**src/hdl/stepper_position_stepper_macros.svh**
```systemverilog
// assertion helpers shared by the stepper rtl
`ifndef STEPPER_POSITION_STEPPER_MACROS_SVH
`define STEPPER_POSITION_STEPPER_MACROS_SVH

// same-cycle implication, checked out of reset
`define SPS_ASSERT_IMPL(name, ante, cons, msg) \
  name: assert property (@(posedge clk_i) disable iff (!rst_ni) (ante) |-> (cons)) \
    else $error(msg);

// next-cycle implication, checked out of reset
`define SPS_ASSERT_NEXT(name, ante, cons, msg) \
  name: assert property (@(posedge clk_i) disable iff (!rst_ni) (ante) |=> (cons)) \
    else $error(msg);

`endif

```
**src/hdl/sps_pkg.sv**
```systemverilog
package sps_pkg;

  localparam int unsigned STEPS_PER_POSITION = 40;
  localparam int unsigned IDX_W = 7;
  localparam logic [IDX_W-1:0] LAST_INDEX = IDX_W'(2 * STEPS_PER_POSITION - 1);

  localparam int unsigned SPEED_MIN   = 10;
  localparam int unsigned SPEED_MAX   = 150;
  localparam int unsigned SPEED_RESET = 60;
  localparam int unsigned HALF_NUM    = 18750;

  localparam logic [10:0] HALF_RESET   = 11'(HALF_NUM / SPEED_RESET);
  localparam logic signed [10:0] MIN_POS_RESET = -11'sd10;
  localparam logic signed [10:0] MAX_POS_RESET = 11'sd50;
  localparam logic signed [11:0] TARGET_SENTINEL = 12'sd1000;

  typedef enum logic [1:0] {
    CFG_MIN_POS = 2'd0,
    CFG_MAX_POS = 2'd1,
    CFG_SPEED   = 2'd2
  } cfg_idx_e;

  typedef struct packed {
    logic               action;
    logic signed [11:0] new_target;
  } sps_in_t;

  typedef struct packed {
    logic               step_level;
    logic               direction;
    logic signed [10:0] position;
    logic signed [10:0] target;
    logic               at_target;
    logic               moving;
  } sps_out_t;

  typedef logic [10:0] half_tbl_t [256];

  // half period in ticks for every raw speed write, saturated to the legal range
  function automatic half_tbl_t build_half_tbl();
    half_tbl_t   tbl;
    int unsigned s;
    int unsigned q;
    for (int v = 0; v < 256; v++) begin
      if (v < SPEED_MIN) s = SPEED_MIN;
      else if (v > SPEED_MAX) s = SPEED_MAX;
      else s = v;
      q = 0;
      for (int b = 10; b >= 0; b--) begin
        if (((q | (1 << b)) * s) <= HALF_NUM) q = q | (1 << b);
      end
      tbl[v] = q[10:0];
    end
    return tbl;
  endfunction

  localparam half_tbl_t HALF_TBL = build_half_tbl();

endpackage

```
**src/hdl/stepper_position_stepper.sv**
```systemverilog
// a result is registered in the output register, or in the skid register on a stall
// throughput: one item per cycle until the skid fills; an output and a skid register
// keep the input open while a finished result waits
// reset: position, target and move state clear, limits -10 and 50, speed 60
// (half period 312 ticks); config writes apply to items that transfer after the write
`include "stepper_position_stepper_macros.svh"

module stepper_position_stepper (
  input  logic             clk_i,
  input  logic             rst_ni,
  input  logic             in_valid_i,
  output logic             in_stall_o,
  input  sps_pkg::sps_in_t in_data_i,
  output logic             out_valid_o,
  input  logic             out_stall_i,
  output sps_pkg::sps_out_t out_data_o,
  input  logic             cfg_valid_i,
  output logic             cfg_ready_o,
  input  logic [1:0]       cfg_index_i,
  input  logic [10:0]      cfg_data_i
);

  logic signed [10:0] min_pos_q, max_pos_q;
  logic [10:0]        half_q;

  logic signed [10:0] cur_pos_q, cur_pos_d;
  logic signed [10:0] tgt_pos_q, tgt_pos_d;
  logic               move_active_q, move_active_d;
  logic               move_dir_q, move_dir_d;
  logic [sps_pkg::IDX_W-1:0] idx_q, idx_d;
  logic [10:0]        tmr_q, tmr_d;

  sps_pkg::sps_out_t  res;
  sps_pkg::sps_out_t  out_q, skid_q;
  logic               out_valid_q, skid_valid_q;

  logic               in_acc, out_pop;

  logic signed [11:0] t_in, min_ext, max_ext, t_lo;
  logic [11:0]        tmr_inc, tmr_end;
  logic [sps_pkg::IDX_W-1:0] idx_adv;
  logic [10:0]        tmr_adv;

  assign cfg_ready_o = 1'b1;
  assign in_stall_o  = skid_valid_q;
  assign in_acc      = in_valid_i && !skid_valid_q;
  assign out_pop     = out_valid_q && !out_stall_i;
  assign out_valid_o = out_valid_q;
  assign out_data_o  = out_q;

  // configuration registers
  always_ff @(posedge clk_i or negedge rst_ni) begin
    if (!rst_ni) begin
      min_pos_q <= sps_pkg::MIN_POS_RESET;
      max_pos_q <= sps_pkg::MAX_POS_RESET;
      half_q    <= sps_pkg::HALF_RESET;
    end else if (cfg_valid_i) begin
      unique case (sps_pkg::cfg_idx_e'(cfg_index_i))
        sps_pkg::CFG_MIN_POS: min_pos_q <= cfg_data_i;
        sps_pkg::CFG_MAX_POS: max_pos_q <= cfg_data_i;
        sps_pkg::CFG_SPEED:   half_q    <= sps_pkg::HALF_TBL[cfg_data_i[7:0]];
        default: ;
      endcase
    end
  end

  // target clamp, sentinels pass through
  assign t_in    = in_data_i.new_target;
  assign min_ext = 12'(min_pos_q);
  assign max_ext = 12'(max_pos_q);
  always_comb begin
    t_lo = (t_in > max_ext) ? max_ext : t_in;
    t_lo = (t_lo < min_ext) ? min_ext : t_lo;
    if (t_in == sps_pkg::TARGET_SENTINEL || t_in == -sps_pkg::TARGET_SENTINEL) begin
      t_lo = t_in;
    end
  end

  // half period advance
  always_comb begin
    tmr_inc = {1'b0, tmr_q} + 12'd1;
    if (tmr_inc >= {1'b0, half_q}) begin
      tmr_adv = '0;
      idx_adv = idx_q + sps_pkg::IDX_W'(1);
    end else begin
      tmr_adv = tmr_inc[10:0];
      idx_adv = idx_q;
    end
    tmr_end = {1'b0, tmr_adv} + 12'd1;
  end

  always_comb begin
    cur_pos_d     = cur_pos_q;
    tgt_pos_d     = tgt_pos_q;
    move_active_d = move_active_q;
    move_dir_d    = move_dir_q;
    idx_d         = idx_q;
    tmr_d         = tmr_q;
    if (in_data_i.action) begin
      tgt_pos_d = t_lo[10:0];
    end else if (!move_active_q) begin
      if (tgt_pos_q != cur_pos_q) begin
        move_dir_d    = tgt_pos_q > cur_pos_q;
        move_active_d = 1'b1;
        idx_d         = '0;
        tmr_d         = '0;
      end
    end else begin
      idx_d = idx_adv;
      tmr_d = tmr_adv;
      // last tick of the move steps the position
      if (idx_adv >= sps_pkg::LAST_INDEX && tmr_end >= {1'b0, half_q}) begin
        cur_pos_d     = move_dir_q ? cur_pos_q + 11'sd1 : cur_pos_q - 11'sd1;
        move_active_d = 1'b0;
        idx_d         = '0;
        tmr_d         = '0;
      end
    end
  end

  always_comb begin
    res.step_level = move_active_d && !idx_d[0];
    res.direction  = move_dir_d;
    res.position   = cur_pos_d;
    res.target     = tgt_pos_d;
    res.at_target  = !move_active_d && (cur_pos_d == tgt_pos_d);
    res.moving     = move_active_d;
  end

  always_ff @(posedge clk_i or negedge rst_ni) begin
    if (!rst_ni) begin
      cur_pos_q     <= '0;
      tgt_pos_q     <= '0;
      move_active_q <= 1'b0;
      move_dir_q    <= 1'b0;
      idx_q         <= '0;
      tmr_q         <= '0;
    end else if (in_acc) begin
      cur_pos_q     <= cur_pos_d;
      tgt_pos_q     <= tgt_pos_d;
      move_active_q <= move_active_d;
      move_dir_q    <= move_dir_d;
      idx_q         <= idx_d;
      tmr_q         <= tmr_d;
    end
  end

  // output register with skid slot
  always_ff @(posedge clk_i or negedge rst_ni) begin
    if (!rst_ni) begin
      out_valid_q  <= 1'b0;
      skid_valid_q <= 1'b0;
    end else if (skid_valid_q) begin
      if (out_pop) begin
        skid_valid_q <= 1'b0;
      end
    end else if (in_acc) begin
      if (out_valid_q && !out_pop) begin
        skid_valid_q <= 1'b1;
      end else begin
        out_valid_q <= 1'b1;
      end
    end else if (out_pop) begin
      out_valid_q <= 1'b0;
    end
  end

  always_ff @(posedge clk_i) begin
    if (skid_valid_q) begin
      if (out_pop) out_q <= skid_q;
    end else if (in_acc) begin
      if (out_valid_q && !out_pop) skid_q <= res;
      else out_q <= res;
    end
  end

  `SPS_ASSERT_IMPL(a_skid_behind_out, skid_valid_q, out_valid_q,
                   "skid register holds a result while the output register is empty")
  `SPS_ASSERT_IMPL(a_skid_fill_on_stall, $rose(skid_valid_q),
                   $past(out_valid_q) && $past(out_stall_i),
                   "skid register filled without a stalled output")
  `SPS_ASSERT_IMPL(a_idle_counters_clear, !move_active_q, idx_q == '0 && tmr_q == '0,
                   "move counters not cleared while idle")
  `SPS_ASSERT_IMPL(a_pos_only_at_move_end, cur_pos_q != $past(cur_pos_q),
                   $past(move_active_q) && !move_active_q,
                   "position changed outside the end of a move")
  `SPS_ASSERT_NEXT(a_write_keeps_move, in_acc && in_data_i.action,
                   move_active_q == $past(move_active_q) && idx_q == $past(idx_q),
                   "target transfer disturbed the move in progress")

endmodule
```
**config.mk**
```make
export PLATFORM = sky130hd
export DESIGN_NAME = stepper_position_stepper
export DESIGN_NICKNAME = d
export VERILOG_FILES = /design/src/hdl/sps_pkg.sv /design/src/hdl/stepper_position_stepper.sv
export VERILOG_INCLUDE_DIRS = /design/src /design/src/hdl
export SDC_FILE = /design/constraint.sdc
export NUM_CORES = 1
export LEC_CHECK = 0
export BUFFER_PORTS_ARGS = -buffer_cell sky130_fd_sc_hd__buf_2
export CAP_MARGIN = 40
export CORE_MARGIN = 5
export CORE_UTILIZATION = 55
export DETAILED_ROUTE_END_ITERATION = 16
export PLACE_DENSITY_LB_ADDON = 0.1
export SLEW_MARGIN = 20
export SYNTH_ARGS = -nofsm -noshare
export SYNTH_HDL_FRONTEND = slang
export SYNTH_SLANG_ARGS = --single-unit
```
**constraint.sdc**
```tcl
create_clock -name clk_i -period 5.9 [get_ports clk_i]
set_clock_uncertainty 0.2 [all_clocks]
set_input_delay 0.59 -clock clk_i [delete_from_list [all_inputs] [get_ports clk_i]]
set_output_delay 0.59 -clock clk_i [all_outputs]
set_load 0.01 [all_outputs]
```
==> out/results.txt, run 1 <==
Layer carrying the most global-route usage -> met2
Register area share after synthesis -> 35.0%
Ys flop type -> dfrtp_1
Total Wirelength -> 27,600 microns
Total of fill cells in the finished design -> 1,458
Die Y -> 145 microns
Worst-Margin Slew -> 0.791 ns
CP peak stage delay -> 0.37 ns
# IOs -> 60
Req. time, crit path -> 5.96 ns
Crit-path slowest cell -> dfrtp_1
Clock share of power -> 23.2%
Fin cells -> 1,502
Internal power -> 2680 uW
Final Net Count -> 1,370
Top post-synthesis cells by area -> edfxtp_1, dfrtp_1, ha_1, o21ai_0, nand2_1
Buffers & Inverters on Critical Path -> 2
Initial antenna violation count -> 0
Total number of vias -> 9,154
Num rows -> 49
Switching part of the total power -> 38.9%
Post-synth top area share -> 15.6%
Crit path max-delay family -> compound AO/OA/AOI/OAI gates
# diodes -> 0
Syn Nets -> 1,263
Core ar. -> 18,000 sq um
Worst Hold Class -> in2reg
CTS tree -> done
Final Setup Violations -> 0
Clock sinks -> 129
Mapped Area -> 10,000 sq um
CTS max path bufs -> 2
Final worst setup slack -> 0.0671 ns
Most numerous cell in the Yosys netlist -> nand2_1
Tcrit/Tclk final -> 98.9%
Iter 0 DRT Violations -> 775
Register share of total power -> 31.1%
FF+latch count, synth -> 129
TritonCTS Buffers -> 17
Area grow syn2layout -> 19.2%
Clk slew on worst S/H paths -> 0.07 ns
Yosys Warn Count -> 0
FF-to-FF Start -> tmr_q[4]
Unrepaired setup endpoints after global routing -> true
Fmax -> 171 MHz
Gate power share -> 45.7%
ANT nets after route -> 0
Post-DP HPWL -> 19,600 microns
Max-Cap Viols -> 0
Min-delay src -> cfg_data_i[10]
DRC Markers -> 0
Grt met1 use -> 33.5%
Post-Syn Area per Cell -> 8.71 sq um
GP Congestion -> 0.921
Largest net degree at the start of global routing -> 76
Yosys top cell by area -> edfxtp_1
Fraction of registers with async set or reset after synthesis -> 59.7%
Slew HR -> 47.2%
Share of layout cells above drive strength 1 -> 23.5%
Slew Viols, Final -> 0
Critical path startpoint category -> flop
GR Util All Layers -> 25.5%
Buffers added on ports -> 58
CP Class -> reg2reg
P per Cell Area -> 366 nW/um^2
Routed len/inst -> 18.4 microns
Met2 usage in global routing -> 43.1%
Hold Fails Final Rpt -> 0
Post-place setup slack -> -0.172 ns
Crit path launch -> tmr_q[4]
Post-synth EDFFs -> 52
CTS H-tree lvls -> 4
Final min period -> 5.83 ns
Initial core utilization -> 55.9%
DIE WIDTH -> 145 microns
Status -> completed
Worst-Skew Late Latency -> 0.43 ns
Commonest cells post-synth -> nand2_1, o21ai_0, ha_1, nor2_1, inv_1
Crit-path max FO -> 8
VDD IR max -> 0.288 mV
Leakage power -> 0.00522 uW
Drt pass-1 iters -> 5
Global Route met3 Usage -> 3.59%
Count of different cell masters after synthesis -> 84
Die Footprint -> 21,100 sq um
Arr. time, crit path -> 5.89 ns
Endpoint class of the critical path -> flop
# placed instances -> 1,452
Vias per inst -> 6.09
GR Overflow Total -> 0
Sw Pwr -> 1710 uW
Root Driver -> clkbuf_16
Gate Count Post-Synth -> 1,153
Via count of the first global-routing pass -> 8,875
Wire length of the first global-routing pass -> 44,800 microns
[metal layers]
metal / wire length [microns] / share of wire, %
met2: 13800 / 50
met3: 1390 / 5.0
met4: 661 / 2.4
met1: 11700 / 42
met5: 0 / 0
[worst reg2reg max path: stages, from the launching register on]
cell and delay, ns:
dfrtp_1 0.37, and4_4 0.28, nand4_1 0.16, xnor2_2 0.25
ha_4 0.25, a21o_1 0.19, a221oi_2 0.22, nand2_1 0.12
a41oi_2 0.22, and2_4 0.19, ha_4 0.15, nand3_4 0.08
nor3_4 0.16, xnor2_1 0.14, nor2_1 0.07, ha_2 0.17
a2111o_1 0.30, a211o_1 0.24, a221o_1 0.36, o22ai_4 0.26
nor2_8 0.12, buf_4 0.20, o21ai_1 0.30, xnor2_1 0.16
nand4_1 0.19, buf_4 0.19, nor3_1 0.14
[through the flow]
stage               TNS, ns  hold WS [ns]  cell area, sq um  utilization (%)  total power (uW)
floorplan                 0        0.0944             10100                -              2610
global placement     -0.158         0.265             11000             61.2              3190
detailed placement   -0.318         0.272             11000             61.5              3250
CTS                       0         0.173             11800             65.9              4350
global route         -0.243         0.204             12000             66.6              4660
finish                    0         0.192             12000             66.6              4380
[timing repair]
item | in CTS | in global routing
resized for setup | 24 | 11
setup buffers | 11 | 5
setup endpoints to repair | 4 | 23
pin swaps | 18 | 20
hold buffers | 1 | 0
hold endpoints to repair | 17 | 0
[final cells by class]
cell class,count,area [sq um],share of cell area [%]
timing repair buffer,157,1090,9.09
multi-input combinational,876,6210,51.9
tap,229,287,2.40
clock buffer,17,425,3.56
sequential,129,3510,29.4
clock inverter,15,141,1.18
inverter,79,299,2.50
[cell usage in the layout (no fill, tap or decap), drive strengths merged, types with 12 or more instances in the layout]
master	n
buf	156
nand2	138
o21ai	137
inv	87
nor2	80
ha	78
a21oi	61
dfrtp	61
edfxtp	52
mux2	39
xnor2	31
nor3	24
nand3	18
o211ai	17
clkbuf	17
mux2i	17
dfstp	16
nand4	15
nand2b	14
o21a	14
a21o	12
a31oi	12
[cells by family (layout without fill, tap and decap cells)]
| group | Yosys count | in the layout | share of synthesized area (%) |
|---|---|---|---|
| muxes | 58 | 58 | 6.52 |
| AOI/OAI and AO/OA | 347 | 347 | 22.2 |
| adders and majority gates | 79 | 79 | 9.92 |
| DFF | 129 | 129 | 35.0 |
| buffers and inverters | 148 | 268 | 5.83 |
| other | 1 | 1 | 0.0374 |
| and+or+nand+nor | 349 | 349 | 16.8 |
| xor gates and xnor gates | 42 | 42 | 3.74 |
[registers in the layout, summed over array words and instances, names as in the netlist, 7 cells and up]
name and count:
idx_q 7, cur_pos_q 11, out_data_o 26, max_pos_q 11, skid_q 26, tmr_q 11, min_pos_q 11, tgt_pos_q 11
half_q 11
[power by group through the flow]
stage          Clock, uW  Sequential (uW)  Combinational (uW)
6_report            1020             1360                2000
3_3_place_gp           0             1370                1820
2_1_floorplan          0             1400                1210
3_5_place_dp           0             1380                1870
4_1_cts             1040             1360                1950
5_1_grt             1070             1390                2200
[worst paths after layout]
check	end	slack (ns)	cells past startpoint
worst min-delay path	min_pos_q[10]	0.19	3
worst max-delay path	skid_q[1]	0.07	26
max in group asynchronous	min_pos_q[1]	4.45	3
worst max register to register	skid_q[1]	0.07	26
min in group asynchronous	cur_pos_q[5]	0.41	2
worst min register to register	half_q[10]	0.28	2
Note: power is estimated with default switching activity, not from simulation.
==> run 2: changes to the inputs <==
--- a/config.mk
+++ b/config.mk
@@ -9,7 +9,7 @@
 export BUFFER_PORTS_ARGS = -buffer_cell sky130_fd_sc_hd__buf_2
 export CAP_MARGIN = 40
 export CORE_MARGIN = 5
-export CORE_UTILIZATION = 55
+export CORE_UTILIZATION = 57
 export DETAILED_ROUTE_END_ITERATION = 16
 export PLACE_DENSITY_LB_ADDON = 0.1
 export SLEW_MARGIN = 20
==> run 2 against run 1 <==
- the run now ends with negative setup slack left
- worst setup slack worse by 0.18 ns
- global-route usage increased by 1.9 points
- design area fell by 0.43%
- clock-buffer cell count unchanged
- non-clock buffer count up 1
- via count is 0.51% lower
- largest cell class unchanged
- largest power group unchanged
- highest routed layer unchanged
==> out/results.txt, run 2 (synthesized netlist as in run 1, its figures left out) <==
Total number of vias -> 9,107 (-0.51%)
Tcrit/Tclk final -> 102% (+3.0 points)
GR Overflow Total -> 0 (unchanged)
Unrepaired setup endpoints after global routing -> true
Post-DP HPWL -> 19,800 microns (+0.71%)
CP Class -> reg2reg
Final Setup Violations -> 2 (+2)
Core ar. -> 17,300 sq um (-3.7%)
CTS H-tree lvls -> 4 (unchanged)
Crit-path max FO -> 12 (+4)
Max-Cap Viols -> 0 (unchanged)
Slew Viols, Final -> 0 (unchanged)
P per Cell Area -> 358 nW/um^2 (-2.2%)
Total of fill cells in the finished design -> 1,377 (-5.6%)
Clock sinks -> 129 (unchanged)
Routed len/inst -> 18.3 microns (-0.42%)
Post-place setup slack -> -0.148 ns (+0.0240 ns)
Final Net Count -> 1,371 (+0.073%)
CTS max path bufs -> 2 (unchanged)
Leakage power -> 0.00521 uW (-0.21%)
Wire length of the first global-routing pass -> 44,900 microns (+0.11%)
Drt pass-1 iters -> 5 (unchanged)
Largest net degree at the start of global routing -> 70 (-7.9%)
Worst-Margin Slew -> 0.756 ns (-0.0351 ns)
Hold Fails Final Rpt -> 0 (unchanged)
Vias per inst -> 6.08 (-0.25%)
Status -> finished with violations
Share of layout cells above drive strength 1 -> 23.2% (-0.31 points)
Num rows -> 48 (-2.0%)
ANT nets after route -> 0 (unchanged)
Die Footprint -> 20,400 sq um (-3.3%)
CTS tree -> done
DIE WIDTH -> 143 microns (-1.6%)
Buffers added on ports -> 58 (unchanged)
Final worst setup slack -> -0.108 ns (-0.175 ns)
Clk slew on worst S/H paths -> 0.06 ns (about the same)
Initial core utilization -> 58.0% (+2.2 points)
GP Congestion -> 0.931 (+1.0%)
Failing checks -> negative setup slack
Arr. time, crit path -> 6.04 ns (+0.15 ns)
Die Y -> 143 microns (-1.6%)
Iter 0 DRT Violations -> 937 (+21%)
Most common cell after layout, fill and taps aside -> nand2_1
Initial antenna violation count -> 0 (unchanged)
Most frequent cells in the layout -> nand2_1, o21ai_0, buf_4
Endpoint class of the critical path -> flop
Final min period -> 6.01 ns (+0.175 ns)
VDD IR max -> 0.308 mV (+7.0%)
Fmax -> 166 MHz (-2.9%)
DRC Markers -> 0 (unchanged)
TritonCTS Buffers -> 17 (unchanged)
Critical path startpoint category -> flop
GR Util All Layers -> 27.4% (+1.9 points)
Req. time, crit path -> 5.93 ns (-0.03 ns)
Area grow syn2layout -> 18.7%
Worst Hold Class -> in2reg
Root Driver -> clkbuf_16
Post-Route Utilization -> 68.9% (+2.3 points)
Total Wirelength -> 27,400 microns (-0.68%)
Worst-Skew Late Latency -> 0.43 ns (about the same)
# IOs -> 60 (unchanged)
Slew HR -> 49.4% (+2.2 points)
Via count of the first global-routing pass -> 8,769 (-1.2%)
# diodes -> 0 (unchanged)
==> run 2: repair_timing <==
action | in CTS | in global routing
pin swaps | 17 | 17
endpoints found under the hold margin | 17 | 0
hold buffers | 1 | 0
buffers inserted | 7 | 11
setup endpoints to repair | 4 | 25
gates resized for setup | 19 | 11
==> run 2: power breakdown <==
group	switching [uW]	internal [uW]
sequential	125	1230
clock	418	540
combinational	1100	855
==> run 2: metrics by stage <==
step / total power, uW / instances / hold slack (ns) / TNS [ns] / cell area [sq um]
floorplan: 2610 / 1153 / 0.0944 / 0 / 10100
global placement: 3170 / 1442 / 0.265 / -0.129 / 11000
detailed placement: 3220 / 1447 / 0.271 / -0.191 / 11000
CTS: 4250 / 1486 / 0.174 / 0 / 11700
global route: 4560 / 1498 / 0.180 / -0.711 / 11900
finish: 4270 / 1498 / 0.186 / -0.164 / 11900
==> run 2: layout make-up <==
type                    instances  area [sq um]  area share (%)
multi-input cells             876          6200            52.0
flip-flops and latches        129          3510            29.5
repair buffers                158          1100            9.20
clock buffers                  17           425            3.57
inverters                      79           297            2.49
well taps                     225           282            2.36
clock inverters                14           106           0.893
==> run 2: worst paths after layout <==
kind                       slack, ns            end  depth (start not counted)     startpoint
max                            -0.11  out_data_o[1]                         26       tmr_q[0]
min                             0.19   min_pos_q[9]                          3  cfg_data_i[9]
max reg2reg                    -0.11  out_data_o[1]                         26       tmr_q[0]
min reg2reg                     0.28     half_q[10]                          2     half_q[10]
max in group asynchronous       4.05   max_pos_q[8]                          3         rst_ni
min in group asynchronous       0.40      half_q[0]                          2         rst_ni
==> run 2: worst max-delay path: stages (launching register included) <==
cell and delay (ns):
dfrtp_1 0.42, ha_1 0.25, buf_4 0.18, nand3_1 0.08, xor2_1 0.20, inv_1 0.06, ha_1 0.27, o211ai_1 0.09
o31ai_2 0.25, buf_4 0.16, a41o_1 0.26, buf_4 0.14, buf_4 0.09, buf_4 0.16, nor2_1 0.07, ha_1 0.29
a2111o_1 0.43, a211o_1 0.24, a221o_1 0.36, o22ai_4 0.28, nor2_8 0.10, buf_4 0.15, mux2_4 0.34, xnor2_2 0.16
o22a_1 0.15, nand4_1 0.13, o41ai_2 0.32
==> run 2: per-layer routing <==
| metal | wire [microns] | vias up | part of all wire (%) | track usage, % |
|---|---|---|---|---|
| met4 | 732 | 0 | 2.7 | 8.65 |
| li1 | - | 4420 | - | - |
| met5 | 0 | - | 0 | 0 |
| met1 | 11800 | 4316 | 43 | 37.0 |
| met3 | 1610 | 55 | 5.9 | 4.49 |
| met2 | 13200 | 316 | 48 | 45.2 |
==> run 3: changes to the inputs <==
--- a/config.mk
+++ b/config.mk
@@ -12,6 +12,7 @@
 export CORE_UTILIZATION = 57
 export DETAILED_ROUTE_END_ITERATION = 16
 export PLACE_DENSITY_LB_ADDON = 0.1
+export SKIP_CTS_REPAIR_TIMING = 1
 export SLEW_MARGIN = 20
 export SYNTH_ARGS = -nofsm -noshare
 export SYNTH_HDL_FRONTEND = slang
==> run 3 against run 2 <==
- the flow still finishes with violations (negative setup slack)
- register-to-register slack better by 0.06 ns
- power is 0.27% higher
- clock power hardly changed
- combinational power hardly changed
- hold slack worse by 0.0013 ns
- via count is 0.35% higher
- critical endpoint unchanged
- largest cell class unchanged
- largest power group unchanged
==> out/results.txt, run 3 (synthesized netlist as in run 1, its figures left out) <==
Initial antenna violation count -> 0 (unchanged)
Worst-Margin Slew -> 0.761 ns (+0.00495 ns)
Worst Hold Class -> in2reg
Worst r2r path cells -> 27 (+3.8%)
GR Overflow Total -> 0 (unchanged)
CTS tree -> done
CP peak stage delay -> 0.40 ns (-0.03 ns)
Iter 0 DRT Violations -> 933 (-0.43%)
Unrepaired setup endpoints after global routing -> true
Final worst setup slack -> -0.0526 ns (+0.0556 ns)
Hold slack -> 0.185 ns (-0.00132 ns)
DRC Markers -> 0 (unchanged)
Met2 usage in global routing -> 44.5% (-0.72 points)
Most common cell after layout, fill and taps aside -> nand2_1
Die Footprint -> 20,400 sq um (unchanged)
Clock sinks -> 129 (unchanged)
GP Congestion -> 0.931 (unchanged)
Layer carrying the most global-route usage -> met2
Min-delay src -> cfg_data_i[9]
Crit path launch -> tmr_q[0]
Final min period -> 5.95 ns (-0.0556 ns)
Critical path startpoint category -> flop
# diodes -> 0 (unchanged)
Post-DP HPWL -> 19,800 microns (unchanged)
Max-Cap Viols -> 0 (unchanged)
FF-to-FF Start -> tmr_q[0]
Crit path max-delay family -> compound AO/OA/AOI/OAI gates
Largest net degree at the start of global routing -> 70 (unchanged)
Num rows -> 48 (unchanged)
Leakage power -> 0.00518 uW (-0.62%)
Crit-path slowest cell -> dfrtp_1
Pwr Total -> 4280 uW (+0.27%)
Slew HR -> 49.1% (-0.33 points)
Worst hold path depth -> 3 (unchanged)
Grt met1 use -> 36.6% (-0.42 points)
Status -> finished with violations
Vias per inst -> 6.11 (+0.49%)
Tcrit/Tclk final -> 101% (-0.94 points)
Drt pass-1 iters -> 7 (+2)
Multi-input logic area -> 6200 sq um (about the same)
Req. time, crit path -> 5.93 ns (about the same)
Total number of vias -> 9,139 (+0.35%)
# placed instances -> 1,447 (unchanged)
Crit-path max FO -> 8 (-4)
Root Driver -> clkbuf_16
TritonCTS Buffers -> 17 (unchanged)
Core ar. -> 17,300 sq um (unchanged)
Sequential cell area -> 3510 sq um (unchanged)
Slew Viols, Final -> 0 (unchanged)
Crit path depth -> 27 (+3.8%)
Via count of the first global-routing pass -> 8,725 (-0.50%)
Die Y -> 143 microns (unchanged)
Most frequent cells in the layout -> nand2_1, o21ai_0, buf_4
VDD IR max -> 0.308 mV (-0.14%)
Initial core utilization -> 58.0% (unchanged)
Area grow syn2layout -> 18.4%
Worst-Skew Late Latency -> 0.42 ns (about the same)
CTS H-tree lvls -> 4 (unchanged)
Final Setup Violations -> 1 (-1)
Global Route met3 Usage -> 4.59% (+0.10 points)
Endpoint class of the critical path -> flop
Total of fill cells in the finished design -> 1,384 (+0.51%)
ANT nets after route -> 0 (unchanged)
CP Class -> reg2reg
Buffers added on ports -> 58 (unchanged)
P per Cell Area -> 360 nW/um^2 (+0.49%)
CTS max path bufs -> 2 (unchanged)
Wire length of the first global-routing pass -> 44,400 microns (-1.1%)
Final Net Count -> 1,369 (-0.15%)
Share of layout cells above drive strength 1 -> 23.2% (+0.036 points)
Buffers & Inverters on Critical Path -> 2 (-5)
Fmax -> 168 MHz (+0.93%)
Routed len/inst -> 18.4 microns (+0.87%)
DIE WIDTH -> 143 microns (unchanged)
Failing checks -> negative setup slack
Hold Fails Final Rpt -> 0 (unchanged)
Total Wirelength -> 27,600 microns (+0.73%)
Clk slew on worst S/H paths -> 0.06 ns (about the same)
# IOs -> 60 (unchanged)
GR Util All Layers -> 27.1% (-0.30 points)
Arr. time, crit path -> 5.99 ns (-0.05 ns)
Fin cells -> 1,496 (-0.13%)
## run 3: changes by cell type in the layout (fill, tap and decap cells not counted), sizes merged
cell / delta
buf: -2
## run 3: power breakdown
group,switching (uW),internal [uW],leakage [uW],total (uW)
Combinational,1100,861,0.00346,1960
Clock,419,540,0.000258,959
Sequential,124,1230,0.00145,1360
Total,1640,2640,0.00518,4280
## run 3: final cells by class
class                      count  area share, %
clock buffer                  17           3.58
clock inverter                14          0.895
inverter                      79           2.50
multi-input combinational    876           52.2
sequential                   129           29.5
tap                          225           2.37
timing repair buffer         156           8.96
## run 3: per-stage QoR
stage	worst slack [ns]	utilization (%)	instance area (sq um)	TNS, ns
after floorplan	0.0304	-	10100	0
after global placement	-0.117	63.4	11000	-0.129
after detailed placement	-0.148	63.7	11000	-0.191
after CTS	-0.171	66.8	11600	-0.254
after global routing	-0.331	68.7	11900	-0.669
final	-0.0526	68.7	11900	-0.0526
## run 3: final timing paths
path	end	slack (ns)
max in group asynchronous	cur_pos_q[10]	4.05
setup / recovery	out_data_o[1]	-0.05
hold / removal	min_pos_q[9]	0.19
setup reg to reg	out_data_o[1]	-0.05
min in group asynchronous	half_q[0]	0.41
hold reg to reg	half_q[10]	0.28
## run 3: tightest hold or removal path, cell delays in order
cell and delay, ns:
buf_2 0.10, nand2_1 0.04, o21ai_0 0.07
## run 3: routing by layer
metal | vias up | wire, microns
met2 | 339 | 13400
met1 | 4319 | 11900
met5 | - | 0
met4 | 0 | 717
li1 | 4417 | -
met3 | 64 | 1650
